File: config.mk
export PLATFORM = sky130hd
export DESIGN_NAME = lsact_front_flat
export DESIGN_NICKNAME = d
export VERILOG_FILES = /design/src/lsact_pkg.sv /design/src/lsact_if.sv /design/src/lsact_front.sv /design/src/flat_wrapper.sv
export SDC_FILE = /design/constraint.sdc
export NUM_CORES = 1
export LEC_CHECK = 0
export BUFFER_PORTS_ARGS = -buffer_cell sky130_fd_sc_hd__buf_2
export CAP_MARGIN = 30
export CELL_PAD_IN_SITES_DETAIL_PLACEMENT = 0
export CELL_PAD_IN_SITES_GLOBAL_PLACEMENT = 2
export CORE_MARGIN = 2
export CORE_UTILIZATION = 31
export DETAILED_ROUTE_END_ITERATION = 6
export PLACE_DENSITY_LB_ADDON = 0.1
export SLEW_MARGIN = 40
export SYNTH_ARGS = -nofsm -noshare
export SYNTH_HDL_FRONTEND = slang
export SYNTH_SLANG_ARGS = --single-unit
File: constraint.sdc
create_clock -name vclk -period 5.17
set_input_delay 0.7755 -clock vclk [all_inputs]
set_output_delay 0.7755 -clock vclk [all_outputs]
set_load 0.05 [all_outputs]
File: src/lsact_pkg.sv
// shared types, constants and helpers of the cache tag store
`timescale 1ns / 1ps
`default_nettype none
package lsact_pkg;

    localparam int ADDR_W    = 48;
    localparam int TAG_W     = 48;
    localparam int STAMP_W   = 32;
    localparam int TOTAL_W   = 32;
    localparam int MODE_W    = 2;
    localparam int CFG_IDX_W = 2;
    localparam int CFG_DAT_W = 5;
    localparam int LINE_W    = 1 + TAG_W + STAMP_W;

    localparam logic [MODE_W-1:0] MODE_LOAD   = 2'd0;
    localparam logic [MODE_W-1:0] MODE_STORE  = 2'd1;
    localparam logic [MODE_W-1:0] MODE_MODIFY = 2'd2;
    localparam logic [MODE_W-1:0] MODE_FETCH  = 2'd3;

    localparam logic [CFG_IDX_W-1:0] CFG_SET_BITS    = 2'd0;
    localparam logic [CFG_IDX_W-1:0] CFG_WAYS_IN_USE = 2'd1;
    localparam logic [CFG_IDX_W-1:0] CFG_BLOCK_BITS  = 2'd2;

    // effective geometry after clamping
    typedef struct packed {
        logic [2:0] set_bits;
        logic [4:0] ways;
        logic [4:0] block_bits;
    } t_geom;

    typedef struct packed {
        logic clearing;
    } t_back_status;

    typedef enum logic [2:0] {
        ST_CLEAR,
        ST_IDLE,
        ST_LOOK,
        ST_SCAN,
        ST_EVICT
    } t_state;

    function automatic logic [TOTAL_W-1:0] sat_inc(input logic [TOTAL_W-1:0] v,
                                                   input logic en);
        logic [TOTAL_W-1:0] r;
        r = v;
        if (en && (v != {TOTAL_W{1'b1}})) begin
            r = v + TOTAL_W'(1);
        end
        return r;
    endfunction

endpackage
`default_nettype wire

File: src/lsact_if.sv
// channel interfaces: access words in, result words out, configuration writes
`timescale 1ns / 1ps
`default_nettype none
interface lsact_in_if;
    logic                        valid;
    logic                        ready;
    logic [lsact_pkg::MODE_W-1:0] mode;
    logic [lsact_pkg::ADDR_W-1:0] address;
    modport source (output valid, output mode, output address, input ready);
    modport sink   (input valid, input mode, input address, output ready);
endinterface

`default_nettype wire

File: src/lsact_front.sv
// front: accepts access words, drops fetches, splits address into set and tag
`timescale 1ns / 1ps
`default_nettype none
module lsact_front #(
    parameter int SET_W = 6
) (
    lsact_in_if.sink                          i_in,
    input  wire lsact_pkg::t_geom              i_geom,
    input  wire lsact_pkg::t_back_status       i_status,
    input  wire logic                          i_q_full,
    output logic                               o_push,
    output logic [1+SET_W+lsact_pkg::TAG_W-1:0] o_entry
);
    logic [lsact_pkg::ADDR_W-1:0] w_shifted;
    logic [9:0]                   w_mask;
    logic [5:0]                   w_tag_sh;
    logic [SET_W-1:0]             w_set;
    logic [lsact_pkg::TAG_W-1:0]  w_tag;
    logic                         w_mod;

    assign i_in.ready = !i_status.clearing && !i_q_full;
    assign o_push     = i_in.valid && i_in.ready && (i_in.mode != lsact_pkg::MODE_FETCH);

    always_comb begin
        w_shifted = i_in.address >> i_geom.block_bits;
        w_mask    = (10'd1 << i_geom.set_bits) - 10'd1;
        w_set     = w_shifted[SET_W-1:0] & w_mask[SET_W-1:0];
        w_tag_sh  = {1'b0, i_geom.block_bits} + {3'b000, i_geom.set_bits};
        w_tag     = i_in.address >> w_tag_sh;
        w_mod     = (i_in.mode == lsact_pkg::MODE_MODIFY);
        o_entry   = {w_mod, w_set, w_tag};
    end
endmodule
`default_nettype wire

File: src/flat_wrapper.sv
// flat-port wrapper written by rule: the top's interface ports become plain ports
module lsact_front_flat 
#(
    parameter int SET_W = 6
)
  (i_geom, i_status, i_q_full, o_push, o_entry, i_in_valid, i_in_mode, i_in_address, i_in_ready);
  lsact_in_if i_in_i ();
  input  wire lsact_pkg::t_geom i_geom;
  input  wire lsact_pkg::t_back_status i_status;
  input  wire logic i_q_full;
  output logic o_push;
  output logic [1+SET_W+lsact_pkg::TAG_W-1:0] o_entry;
  input wire logic [$bits(i_in_i.valid)-1:0] i_in_valid;
  input wire logic [$bits(i_in_i.mode)-1:0] i_in_mode;
  input wire logic [$bits(i_in_i.address)-1:0] i_in_address;
  output wire logic [$bits(i_in_i.ready)-1:0] i_in_ready;
  assign i_in_i.valid = i_in_valid;
  assign i_in_i.mode = i_in_mode;
  assign i_in_i.address = i_in_address;
  assign i_in_ready = i_in_i.ready;
  lsact_front #(.SET_W(SET_W)) u_core (.i_in(i_in_i), .i_geom(i_geom), .i_status(i_status), .i_q_full(i_q_full), .o_push(o_push), .o_entry(o_entry));
endmodule
=== Word-level counts from Yosys, hierarchy flattened ===
Index checks and enable logic that the tools add are counted.

* Bits of input ports: 66
* Flip-flop bits (word level): 0
* Output and inout port bits: 57

* Bitwise operators: 1
* Reductions and logical operators: 5
* Add/sub/neg operators: 2
* Shift-type cells: 3
* Equality and inequality tests: 2

{| class="wikitable"
|+ Operators by type and width
! operator !! count
|-
| $shr 48x5->6 || 1
|-
| $shr 48x6->48 || 1
|-
| $add 5x3->6 || 1
|-
| $and 6x6->6 || 1
|-
| $shl 1x3->6 const A || 1
|-
| $sub 6x1->6 const B || 1
|-
| $logic_and 1x1->1 || 3
|-
| $eq 2x2->1 const B || 1
|-
| $logic_not 1->1 || 2
|-
| $ne 2x2->1 const B || 1
|}

=== Depth between registers and ports, before layout ===
* Depth in word-level cells: 4
* Mapped depth: 14
* Gate-level depth less buffers: 9

=== Worst setup path after synthesis ===
No wires, ideal clock.

* Path kind: input to output
* Start point: input i_geom[1] in the netlist's numbering
* End point: output o_entry[6] in the netlist's numbering
* Required time: 4394 ps
* Stages on the path: 13
* Setup slack: -374 ps
* Arrival time: 4768 ps
* Cells stage by stage: buf_4 buf_4 inv_1 fa_1 buf_6 buf_12 buf_6 mux2i_1 mux2_2 mux2_2 nand2_1 o21ai_0 o311ai_0

* Longest elaborated chain between the ends: 2

{| class="wikitable"
|+ RTL lines
! element !! RTL line !! source
|-
| from (decl) || flat_wrapper.sv:8 || <nowiki>input wire lsact_pkg::t_geom i_geom;</nowiki>
|-
| $add 5x3->6 || lsact_front.sv:28 || <nowiki>w_tag_sh = {1'b0, i_geom.block_bits} + {3'b000, i_geom.set_bits};</nowiki>
|-
| $shr 48x6->48 || lsact_front.sv:29 || <nowiki>w_tag = i_in.address >> w_tag_sh;</nowiki>
|-
| to (decl) || flat_wrapper.sv:12 || <nowiki>output logic [1+SET_W+lsact_pkg::TAG_W-1:0] o_entry;</nowiki>
|}

Every way passes these cells.

=== Final worst setup path ===
* Start point: input i_geom[10] in the netlist's numbering
* End point: output o_entry[7] in the netlist's numbering

Same word-level chain as after synthesis.

==> flow_summary.toml <==
[critical_path]
worstPathArrival_ns = 3.90
slowest_stage = "fa_2"
worstPathMaxFanout = 18
path_class = "in2out"
startpoint_type = "input port"
worstPathCellList = "buf_2, ha_1, inv_1, fa_2, buf_4, mux2_2, mux4_2, o21ba_2, o21ai_0, o211ai_1, nand2_1, buf_2"
critPathMaxStageDelay_ns = 0.73
crit_top_cell = "buf_2"
crit_end = "o_entry[7]"
cp-end-kind = "output port"
critical_path_required_ns = 4.39
cp-startpoint = "i_geom[10]"

[synthesis]
synth_top_area_share = 0.335
syn_inst = 508
netlist-cell-type-count = 55
synth_warnings = 0
synth_area_per_cell_sq_um = 8.18
synth_nets = 579
synth.area.top_cells = "mux2i_1 (33%), mux4_2 (16%), nand2_1 (8.4%)"
synth_common_cells = "mux2i_1 (139), nand2_1 (93), nor2_1 (30)"
synth_largest_area_cell = "mux2i_1"
synth_seq_area_share = 0
syn_area_sq_um = 4150
synth_most_common_cell = "mux2i_1"

[final_layout]
nClkBuffers = 0
antenna-diode-count = 0
seq_area_sq_um = 0
n_sequential_cell = 0
multi_input_area_sq_um = 3850
syn2layout_area_growth_pct = 16.1
drive_gt1_frac = 0.347
fillCellCount = 1475
fin_nets = 670

[clock_tree]
cts_resized = 0
hold_buffers = 0
cts_setup_buffers = 0

[pwr]
peakVddDrop_mv = 0.165
p_leak_nw = 2.31
p_per_area_nw_per_um2 = 281

[timing]
layout_setup_ws_ns = 0.499
period_minus_slack_ns = 4.67
setup-tns-final_ns = 0
tightestPinTransition_ns = 0.670
setup_viol = 0
period_share = 0.903
max_freq_mhz = 214
rsz0062_at_grt = "false"
final_max_slew_viol_count = 0
final_hold_viol_count = 0
slew_headroom = 0.553

[die]
core_sq_um = 13200
start_util = 0.315
io_pins = 123
fp.dieW_microns = 120
dieArea_sq_um = 14300
rows = 42
die_h_microns = 120

[global_routing]
grt_antenna_before_repair = 0
grt_max_degree = 37
grtUsageTotal = 0.204
grt_pass1_wl_mm = 23.4
grt_pass1_vias = 4167
gr-total-overflow = 0

[job]
drv_cap = 0

[routing]
num_vias = 4265
drt-wirelength-per-cell_microns = 19.3
totalWireLength_mm = 15.0
drtPass1Iterations = 4
drtIter0Drc = 172
route.detailed.drc = 0
avgViaCountPerCell = 5.52
ant_nets = 0

[placement]
gp_congestion = 0.913
io_buffers = 118
dp_slack_ns = 0.482
dp_hpwl_mm = 12.5

[run_status]
outcome = "complete, no violations"

[min_path]
holdCritPathClass = "in2out"
holdPathStages = 3
-- layout by cell type (no fill, tap or decap), drive strengths merged, types with 8 or more instances in the layout --
master	n
a211oi	8
a21oi	24
and2	10
buf	135
mux2	30
mux2i	139
mux4	31
nand2	93
nand3	10
nor2	30
o211ai	8
o21ai	14
-- through the flow --
step / hold WS (ns) / instances / power (W) / util / instance area (sq um)
floorplan: 1.73 / 508 / 0.00104 / - / 4150
global placement: 1.86 / 773 / 0.00136 / 0.365 / 4820
detailed placement: 1.86 / 773 / 0.00136 / 0.366 / 4820
CTS: 1.86 / 773 / 0.00136 / 0.366 / 4820
global route: 1.88 / 773 / 0.00145 / 0.366 / 4820
finish: 1.86 / 773 / 0.00135 / 0.366 / 4820
-- metal layers --
| layer | vias to the layer above | part of all wire | GRT usage |
|---|---|---|---|
| met5 | - | 0 | 0 |
| met4 | 0 | 0.0041 | 0.00882 |
| met3 | 4 | 0.040 | 0.00428 |
| met2 | 112 | 0.48 | 0.355 |
| met1 | 2066 | 0.48 | 0.298 |
| li1 | 2083 | - | - |
-- where the power goes --
part	switching [W]	internal [W]
Clock	0	0
Sequential	0	0
Combinational	0.000904	0.000450
Total	0.000904	0.000450
-- logic make-up (layout without fill, tap and decap cells) --
logic type / after synthesis / count (layout) / synth area share
AOI/OAI and AO/OA: 76 / 76 / 0.121
xor gates and xnor gates: 5 / 5 / 0.0151
adders and majority gates: 5 / 5 / 0.0169
buffers and inverters: 53 / 142 / 0.0777
muxes: 200 / 200 / 0.589
and+or+nand+nor: 169 / 169 / 0.180
-- critical path: cells and delay by family --
family | cells | cell delay [ns]
compound gates | 3 | 0.52
fa+ha+maj | 2 | 0.91
buf+inv | 4 | 0.74
mux | 2 | 0.88
simple gates | 1 | 0.08
-- final cells by class --
type	instances	area share
multi-input combinational	455	0.797
tap	176	0.0457
inverter	7	0.00545
timing repair buffer	135	0.151
-- how the worst min path moves through the flow --
stage | start | to | slack (ns)
global placement | i_status | i_in_ready | 1.86
detailed placement | i_status | i_in_ready | 1.86
CTS | i_q_full | i_in_ready | 1.86
finish | i_q_full | i_in_ready | 1.86
global route | i_q_full | i_in_ready | 1.88
floorplan | i_status | i_in_ready | 1.73
No activity file was read; power rests on OpenSTA's default activity.
