[src/lsact_queue.sv]
// two entry queue between front and back
`timescale 1ns / 1ps
`default_nettype none
module lsact_queue #(
    parameter int WIDTH = 8
) (
    input  wire logic             i_clk,
    input  wire logic             i_rst_n,
    input  wire logic             i_push,
    input  wire logic [WIDTH-1:0] i_data,
    output logic                  o_full,
    input  wire logic             i_pop,
    output logic                  o_nonempty,
    output logic      [WIDTH-1:0] o_data
);
    logic [WIDTH-1:0] r_data [2];
    logic             r_wp;
    logic             r_rp;
    logic [1:0]       r_cnt;

    assign o_full     = (r_cnt == 2'd2);
    assign o_nonempty = (r_cnt != 2'd0);
    assign o_data     = r_data[r_rp];

    always_ff @(posedge i_clk) begin
        if (!i_rst_n) begin
            r_wp  <= 1'b0;
            r_rp  <= 1'b0;
            r_cnt <= 2'd0;
        end else begin
            if (i_push) begin
                r_wp <= ~r_wp;
            end
            if (i_pop) begin
                r_rp <= ~r_rp;
            end
            r_cnt <= r_cnt + 2'(i_push) - 2'(i_pop);
        end
    end

    always_ff @(posedge i_clk) begin
        if (i_push) begin
            r_data[r_wp] <= i_data;
        end
    end
endmodule
`default_nettype wire

[config.mk]
export PLATFORM = sky130hd
export DESIGN_NAME = lsact_queue
export DESIGN_NICKNAME = d
export VERILOG_FILES = /design/src/lsact_queue.sv
export SDC_FILE = /design/constraint.sdc
export NUM_CORES = 1
export LEC_CHECK = 0
export ABC_AREA = 1
export BUFFER_PORTS_ARGS = -buffer_cell sky130_fd_sc_hd__buf_2
export CORE_MARGIN = 2
export CORE_UTILIZATION = 44
export DETAILED_ROUTE_END_ITERATION = 16
export PLACE_DENSITY = 0.71
export SKIP_LAST_GASP = 1
export SLEW_MARGIN = 30
export SYNTH_ARGS = -nofsm -noshare
export SYNTH_HDL_FRONTEND = slang
export SYNTH_SLANG_ARGS = --single-unit
[constraint.sdc]
create_clock -name i_clk -period 1.18 [get_ports i_clk]
set_input_delay 0.295 -clock i_clk [delete_from_list [all_inputs] [get_ports i_clk]]
set_output_delay 0.295 -clock i_clk [all_outputs]
set_load 0.005 [all_outputs]
### Word-level counts from Yosys, hierarchy flattened

Memory sizes are Yosys's and may differ from the RTL's. A register that Yosys moved wholly into a read port is not among the register bits.
Index checks and enable logic that the tools add are counted.

| word-level totals | value |
|---|---|
| flip-flop bits (word level) | 4 |
| bits in writable memories | 16 |
| bits of input ports | 12 |
| output and inout bits | 10 |
| word-level logic and storage cells | 14 |
| memories | 1 |

| cells by class | value |
|---|---|
| $add $sub $neg | 2 |
| equality and inequality tests | 1 |
| mux-type cells | 4 |
| bitwise logic cells | 2 |
| reductions and logical operators | 1 |

Memories:

| name | words | width | read ports | clocked after Yosys merged registers in | wr ports | RTL line | RTL |
|---|---|---|---|---|---|---|---|
| r_data | 2 | 8 | 1 | 1 | 1 | 16 | `logic [WIDTH-1:0] r_data [2];` |

Operators by type and width:

| cell | count |
|---|---|
| 1-bit two-way mux | 4 |
| 2-bit by 1-bit adder with 2-bit output | 1 |
| 2-bit == test, second input constant | 1 |
| 1-bit NOT | 2 |
| 2-bit nonzero test | 1 |
| 2-bit by 1-bit subtractor with 2-bit output | 1 |

### Logic depth before layout (Yosys ltp)

Gate-level depths: netlist of run 1.

| logic depth | value |
|---|---|
| depth after elaboration | 3 |
| gate-level depth with buffers | 9 |
| gate-level depth less buffers | 9 |

### Worst setup path after synthesis of run 1

OpenSTA, ideal clock, no wires.

| path | value |
|---|---|
| path type | register to register |
| from | register r_cnt[0] |
| to | register r_cnt[1] |
| setup time | 115 ps |
| arrival time | 1073 ps |
| data required time | 1065 ps |
| slack | -8 ps |
| stages on the path, launching flop included | 9 |
| buffers on the path | 0 |
| period minus slack after synthesis | 1188 ps |
| path through | dfxtp_1 inv_1 ha_1 inv_1 ha_1 inv_1 nand2_1 a21oi_1 nor2_1 |

| between the ends | value |
|---|---|
| longest elaborated chain between the ends | 2 |

RTL lines:

| what | RTL line | RTL |
|---|---|---|
| from (decl) | 19 | `logic [1:0] r_cnt;` |
| from (signal assigned) | 37 | `r_cnt <= r_cnt + 2'(i_push) - 2'(i_pop);` |
| 2-bit by 1-bit adder with 2-bit output | 37 |  |
| 2-bit by 1-bit subtractor with 2-bit output | 37 |  |

Every way passes these cells.
A chain may end at the register's enable or synchronous reset.

==> results of run 1 <==
-- placed cells by master, fill, tap and decap left out --
cell type and n:
a21oi_2 1, nand2_4 2, nor2_1 8, clkbuf_1 1, dfxtp_1 2, buf_12 1, buf_2 13, inv_4 2
buf_4 4, edfxtp_1 16, nand2_1 7, clkbuf_4 3, mux2_4 8, buf_6 8, inv_2 2, ha_4 2
inv_1 3, nand3_2 1, dfxtp_2 3
-- flip-flops by register name, summed over array words and instances, names as in the netlist, named ones only --
| register | flops |
|---|---|
| r_data | 16 |
| r_rp | 1 |
| r_wp | 1 |
| r_cnt | 2 |
-- worst paths after layout --
kind,start,to,depth (start not counted)
worst max-delay path,flip-flop,o_data[0],3
worst min-delay path,i_data[6],r_data[0][6],1
worst max register to register,r_cnt[0],r_cnt[1],9
worst min register to register,r_rp,r_rp,2
-- kinds of logic (layout without fill, tap and decap cells) --
| family | after synthesis | count (layout) | synth area share |
|---|---|---|---|
| compound gates | 1 | 1 | 0.00597 |
| fa+ha+maj | 2 | 2 | 0.0299 |
| buf+inv | 8 | 37 | 0.0448 |
| flops | 21 | 21 | 0.694 |
| mux | 8 | 8 | 0.144 |
| simple gates | 18 | 18 | 0.0822 |
-- routing by layer --
layer  vias to the layer above  GRT usage  part of all wire
met2                        18      0.262              0.54
li1                        253          -                 -
met4                         0     0.0811             0.017
met1                       223      0.122              0.37
met3                         2     0.0377             0.068
met5                         -          0                 0
-- through the flow --
| stage | TNS, ns | util |
|---|---|---|
| global route | -3.00 | 0.650 |
| CTS | -2.53 | 0.626 |
| global placement | -0.134 | 0.567 |
| finish | -2.44 | 0.650 |
| floorplan | 0 | - |
| detailed placement | -0.226 | 0.567 |
-- report_power, final --
group | total, mW | internal [mW] | switching [mW]
logic | 0.324 | 0.186 | 0.139
clock network | 0.321 | 0.131 | 0.190
registers | 0.871 | 0.849 | 0.0216
-- final cells by class --
cell class                 count  area [um^2]  area share
inverter                       7         31.3      0.0273
multi-input combinational     29          268       0.234
timing repair buffer          26          205       0.179
clock buffer                   4         26.3      0.0229
tap                           25         31.3      0.0273
sequential                    21          584       0.510
-- worst max-delay path: cells and delay by family, from the launching register on --
family / cells / cell delay, ns
buffers and inverters: 2 / 0.24
flip-flops: 1 / 0.35
multiplexers: 1 / 0.30
-- repair_timing --
action,CTS,global route
resized for setup,18,7
pin swaps,5,3
setup endpoints to repair,11,11
buffers inserted,1,1
gates cloned,0,0
==> results.ini, run 1 <==
[layout]
nets = 102
stdcell_area_um2 = 1150
drive_above_1_share = 0.575
fill_cells = 148
n_antenna_cell = 0
area_growth_pct = 36.9
fin_cells = 112

[run_status]
violations = setup timing
status = complete, but fails checks

[floorplanning]
io_pins = 22
dieArea_um2 = 2270
die_w_um = 47.6
rows = 15
die_h_um = 47.6
initial_core_util = 0.474
design.core.area_um2 = 1760

[synthesis]
synthTopCellsByArea = edfxtp_1, mux2_4, dfxtp_1
yosys_warnings = 0
yosys.cell_count.top_type = edfxtp_1
ys_ff_latch = 21
netlist_area_um2 = 837
syn_inst = 58
synth.top_cells.by_count = edfxtp_1, nand2_1, mux2_4, nor2_1, inv_1
synth_ff_type = edfxtp_1
synth_edf_count = 16
synth_async_sr_flop_share = 0
synth_fp_nets = 72
syn_avg_cell_area_um2 = 14.4
ys_types = 10
synth_top_cell_by_area = edfxtp_1
yosysTopAreaCellShare = 0.574
ys_seq_area_frac = 0.694

[clocking]
cts_tree = built
root_buffer = clkbuf_4
clk_path_buf_depth = 2
cts_hold_buffers = 0
clock-sinks = 21
cts.clk_slew.worst_paths_ns = 0.10
clk_latency_ns = 0.29
cts_inserted_buffers = 3
htree_levels = 1

[sta]
relSlewSlack = 0.795
slew_violations = 0
holdWs_ns = 0.193
setup_violations = 9
finalCritPeriodShare = 1.26
skew_ns = 0.000822
worst_slack_ns = -0.304
min_period_ns = 1.48
worstMarginPinSlew_ns = 0.307
clock.fmax_mhz = 674
hold_violations = 0
rsz0062_at_grt = yes

[flow_run]
drv_cap = 0

[critical_path]
worstPathCellList = buf_12, mux2_4, buf_6
path_class = reg2out
worstPathMaxFanout = 8
worst_ep_arrival_time_ns = 1.19
cp.required_ns = 0.88
r2r_slack_ns = -0.05
max_stage_delay_ns = 0.35
cp-end-kind = primary output
cp-start-kind = flip-flop
cpMaxStageDelayCell = dfxtp_2

[placed_design]
dp_cells = 106
hpwl_um = 925
place_congestion = 0.625
post-place-ws_ns = -0.140
placedInstanceArea_um2 = 1000
io_buffers = 21

[route]
wl_mm = 1.33
drt_iter0_markers = 3
ant_nets = 0
viasPerCell = 4.43
num_vias = 496
firstDrtPassIters = 4
drcViolationCount = 0
wl_per_cell_um = 11.9

[min_path]
min_path_type = in2reg

[power_and_ir_drop]
power_density_nw_per_um2 = 1320
peakVddDrop_uv = 1050
p_total_mw = 1.52
p_leak_nw = 0.506

[global_route]
antenna_found_initial = 0
grt_max_degree = 12
grt_pass1_wl_mm = 1.95
first_global_vias = 469
overflow = 0
grtUsageTotal = 0.135

No activity file was read; power rests on OpenSTA's default activity.
==> inputs of run 2 (changes only) <==
CORE_UTILIZATION = 45   (was 44)
CTS_BUF_LIST = sky130_fd_sc_hd__clkbuf_4   (was default)
PLACE_DENSITY = 0.72   (was 0.71)
==> results.ini, run 2 (synthesized netlist as in run 1, its figures left out) <==
[placed_design]
hpwl_um = 920
place_congestion = 0.611
dp_cells = 106
io_buffers = 21
post-place-ws_ns = -0.142

[route]
wl_mm = 1.32
drt_iter0_markers = 4
viasPerCell = 4.65
wl_per_cell_um = 11.8
drcViolationCount = 0
ant_nets = 0
num_vias = 521
firstDrtPassIters = 4

[critical_path]
r2r.worst_path.cells = 9
r2r_slack_ns = -0.04
cp.required_ns = 0.88
worstPathCellList = buf_6, mux2_4, buf_6
cp-end-kind = primary output
regToRegEndpoint = r_cnt[1]
max_stage_delay_ns = 0.36
cp_common_cell = buf_6
path_class = reg2out
crit_end = o_data[7]
cp-start-kind = flip-flop
cpMaxStageDelayCell = dfxtp_2
reg2reg_from = r_cnt[0]
worst_ep_arrival_time_ns = 1.19
worstPathMaxFanout = 4

[global_route]
grt_max_degree = 12
grt_pass1_wl_mm = 1.96
first_global_vias = 519
overflow = 0
grtUsageTotal = 0.135
antenna_found_initial = 0

[layout]
fin_cells = 112
final_core_util = 0.650
final_cell_mix = edfxtp_1, buf_2, buf_6
top_regs = r_data (16), r_cnt (2)
nets = 102
drive_above_1_share = 0.609
largest-register = r_data
layout_commonest_cell = edfxtp_1
fill_cells = 140
area_growth_pct = 35.6
n_antenna_cell = 0
largest_reg_flops = 16

[clocking]
clk_path_buf_depth = 2
cts_tree = built
htree_levels = 1
clk_latency_ns = 0.30
cts.clk_slew.worst_paths_ns = 0.11
cts_inserted_buffers = 3
clock-sinks = 21
root_buffer = clkbuf_4

[floorplanning]
io_pins = 22
dieArea_um2 = 2220
rows = 15
initial_core_util = 0.480
die_h_um = 47.1
design.core.area_um2 = 1750
die_w_um = 47.1

[power_and_ir_drop]
p_sw_frac = 0.232
peakVddDrop_uv = 696
cell_internal_pwr_mw = 1.18
seqPwrFrac = 0.567
p_total_mw = 1.54
power_frac_comb = 0.198
pwr-share-clk = 0.235
p_switching_mw = 0.356
power_density_nw_per_um2 = 1350
p_leak_nw = 0.496

[sta]
worst_slack_ns = -0.310
clock.fmax_mhz = 671
finalCritPeriodShare = 1.26
worstMarginPinSlew_ns = 0.320
min_period_ns = 1.49
relSlewSlack = 0.786
skew_ns = 0.00131
setup_violations = 9
slew_violations = 0
timing.setup.tns_ns = -2.49
rsz0062_at_grt = yes
hold_violations = 0

[run_status]
violations = setup timing
status = complete, but fails checks

[min_path]
min_path_type = in2reg

[flow_run]
drv_cap = 0

==> run 2: cell counts in the layout (fill, tap and decap cells not counted) <==
Identical to the previous run, type by type.
==> run 2: worst min-delay path by stage <==
stage / start / endpoint / cells after the start / slack [ns]
floorplan: i_rst_n / r_cnt[0] / 2 / 0.39
global placement: i_data[6] / r_data[0][6] / 1 / 0.48
detailed placement: i_data[2] / r_data[1][2] / 1 / 0.49
CTS: i_data[5] / r_data[0][5] / 1 / 0.17
global route: i_data[1] / r_data[0][1] / 1 / 0.17
finish: i_data[4] / r_data[0][4] / 1 / 0.18
==> run 2: layer usage <==
metal / global-route usage / routed length, um / vias to the layer above / part of all wire
met3: 0.0231 / 56 / 4 / 0.042
met1: 0.125 / 438 / 248 / 0.33
met4: 0.0833 / 17 / 0 / 0.013
met2: 0.266 / 810 / 18 / 0.61
li1: - / - / 251 / -
met5: 0 / 0 / - / 0
==> run 2: what timing repair did <==
action                     in CTS  in global routing
pin swaps                       5                  0
hold endpoints to repair        0                  0
setup endpoints to repair      11                 11
buffers inserted                1                  1
hold buffers                    0                  0
resized for setup              21                  4
==> run 2: layout make-up <==
| cell class | instances | area (um^2) | share of cell area |
|---|---|---|---|
| well taps | 25 | 31.3 | 0.0276 |
| flip-flops and latches | 21 | 584 | 0.515 |
| inverters | 7 | 26.3 | 0.0232 |
| clock buffers | 4 | 30.0 | 0.0265 |
| repair buffers | 26 | 200 | 0.176 |
| multi-input cells | 29 | 263 | 0.232 |
==> run 2: critical path, delay by kind of cell (launching register included) <==
| kind | cells | cell delay, ns |
|---|---|---|
| buf+inv | 2 | 0.23 |
| mux | 1 | 0.30 |
| flops | 1 | 0.36 |
==> run 2: stage by stage <==
stage	cell area [um^2]	hold slack (ns)
6_report	1130	0.181
3_3_place_gp	987	0.484
4_1_cts	1110	0.173
2_1_floorplan	840	0.388
3_5_place_dp	987	0.488
5_1_grt	1130	0.167
==> run 2: power groups by stage <==
stage	Combinational [mW]	Clock, mW	Sequential [mW]
2_1_floorplan	0.131	0	0.875
3_3_place_gp	0.206	0	0.878
3_5_place_dp	0.215	0	0.880
4_1_cts	0.287	0.365	0.869
5_1_grt	0.335	0.401	0.876
6_report	0.304	0.361	0.871
==> inputs of run 3 (changes only) <==
REMOVE_ABC_BUFFERS = 1   (was default)
SKIP_LAST_GASP = default   (was 1)
==> results.ini, run 3 (synthesized netlist as in run 1, its figures left out) <==
[run_status]
status = complete, but fails checks
violations = setup timing

[sta]
worstMarginPinSlew_ns = 0.337
min_period_ns = 1.51
slew_violations = 0
hold_violations = 0
worst_slack_ns = -0.326
skew_ns = 0.0136
holdWs_ns = 0.171
rsz0062_at_grt = yes
relSlewSlack = 0.775
finalCritPeriodShare = 1.28
clock.fmax_mhz = 664
setup_violations = 10

[floorplanning]
die_h_um = 47.1
rows = 15
die_w_um = 47.1
design.core.area_um2 = 1750
dieArea_um2 = 2220
io_pins = 22
initial_core_util = 0.480

[route]
drcViolationCount = 0
num_vias = 506
firstDrtPassIters = 4
wl_per_cell_um = 12.0
wl_mm = 1.34
drt_iter0_markers = 12
ant_nets = 0
viasPerCell = 4.52

[clocking]
htree_levels = 1
cts.clk_slew.worst_paths_ns = 0.12
cts_tree = built
clock-sinks = 21
cts_inserted_buffers = 3
clk_latency_ns = 0.30
root_buffer = clkbuf_4
clk_path_buf_depth = 2

[global_route]
grt_max_degree = 14
overflow = 0
antenna_found_initial = 0
first_global_vias = 464
grt_pass1_wl_mm = 1.81
grtUsageTotal = 0.128

[placed_design]
io_buffers = 21
hpwl_um = 963
placedInstanceArea_um2 = 992
post-place-ws_ns = -0.123
place_congestion = 0.681
dp_cells = 107

[layout]
drive_above_1_share = 0.598
n_antenna_cell = 0
top_regs = r_data (16), r_cnt (2)
largest_reg_flops = 16
stdcell_area_um2 = 1130
largest-register = r_data
final_cell_mix = edfxtp_1, buf_2, buf_6
fin_cells = 112
area_growth_pct = 35.3
layout_commonest_cell = edfxtp_1
final_core_util = 0.649
nets = 102
fill_cells = 145

[power_and_ir_drop]
power_density_nw_per_um2 = 1340
peakVddDrop_uv = 990
p_leak_nw = 0.492

[critical_path]
worst_ep_arrival_time_ns = 1.21
cp-start-kind = flip-flop
cp-end-kind = primary output
worstPathMaxFanout = 4
cp.required_ns = 0.88
path_class = reg2out

[flow_run]
drv_cap = 0

[min_path]
min_path_type = in2reg

[run 3: cell types whose count changed in the layout (fill, tap and decap cells not counted), sizes merged]
| cell | delta |
|---|---|
| clkinvlp | +1 |
| clkbuf | -1 |
[run 3: repair_timing]
action / 4_1_cts / 5_1_grt
setup endpoints to repair: 11 / 11
hold buffers: 0 / 0
setup buffers: 0 / 1
resized for setup: 18 / 7
pin swaps: 4 / 3
[run 3: path summary, 6_finish.rpt]
kind	from	end	slack (ns)	cells after the start
setup / recovery	flip-flop	o_data[5]	-0.33	3
hold / removal	i_data[0]	r_data[0][0]	0.17	1
setup reg to reg	r_cnt[0]	r_cnt[1]	-0.04	8
hold reg to reg	r_wp	r_wp	0.53	2
[run 3: per-stage QoR]
| stage | power [mW] | setup TNS, ns |
|---|---|---|
| global route | 1.57 | -3.02 |
| CTS | 1.49 | -2.69 |
| global placement | 1.09 | -0.0888 |
| detailed placement | 1.10 | -0.134 |
| finish | 1.52 | -2.60 |
| floorplan | 1.00 | -0.00773 |
[run 3: per-layer routing]
layer	routed length [um]	track usage	up-vias	part of all wire
met5	0	0	-	0
met4	23	0.0833	0	0.017
met3	78	0.0385	2	0.058
met2	725	0.236	14	0.54
met1	518	0.120	236	0.39
li1	-	-	254	-
[run 3: area by class of cell]
type / count / area (um^2) / share of cell area
inverter: 7 / 26.3 / 0.0232
sequential: 21 / 584 / 0.516
timing repair buffer: 26 / 200 / 0.177
multi-input combinational: 29 / 260 / 0.230
clock buffer: 3 / 22.5 / 0.0199
tap: 25 / 31.3 / 0.0276
clock inverter: 1 / 7.51 / 0.00663
[run 3: report_power, final]
part | switching, mW | internal (mW) | total [mW] | leakage [nW]
combinational | 0.128 | 0.172 | 0.300 | 0.286
clock | 0.216 | 0.129 | 0.345 | 0.0139
sequential | 0.0214 | 0.849 | 0.871 | 0.193
[run 3: worst max-delay path, stage by stage, from the launching register on]
cell and delay (ns):
dfxtp_2 0.36, buf_6 0.12, mux2_4 0.30, buf_6 0.12
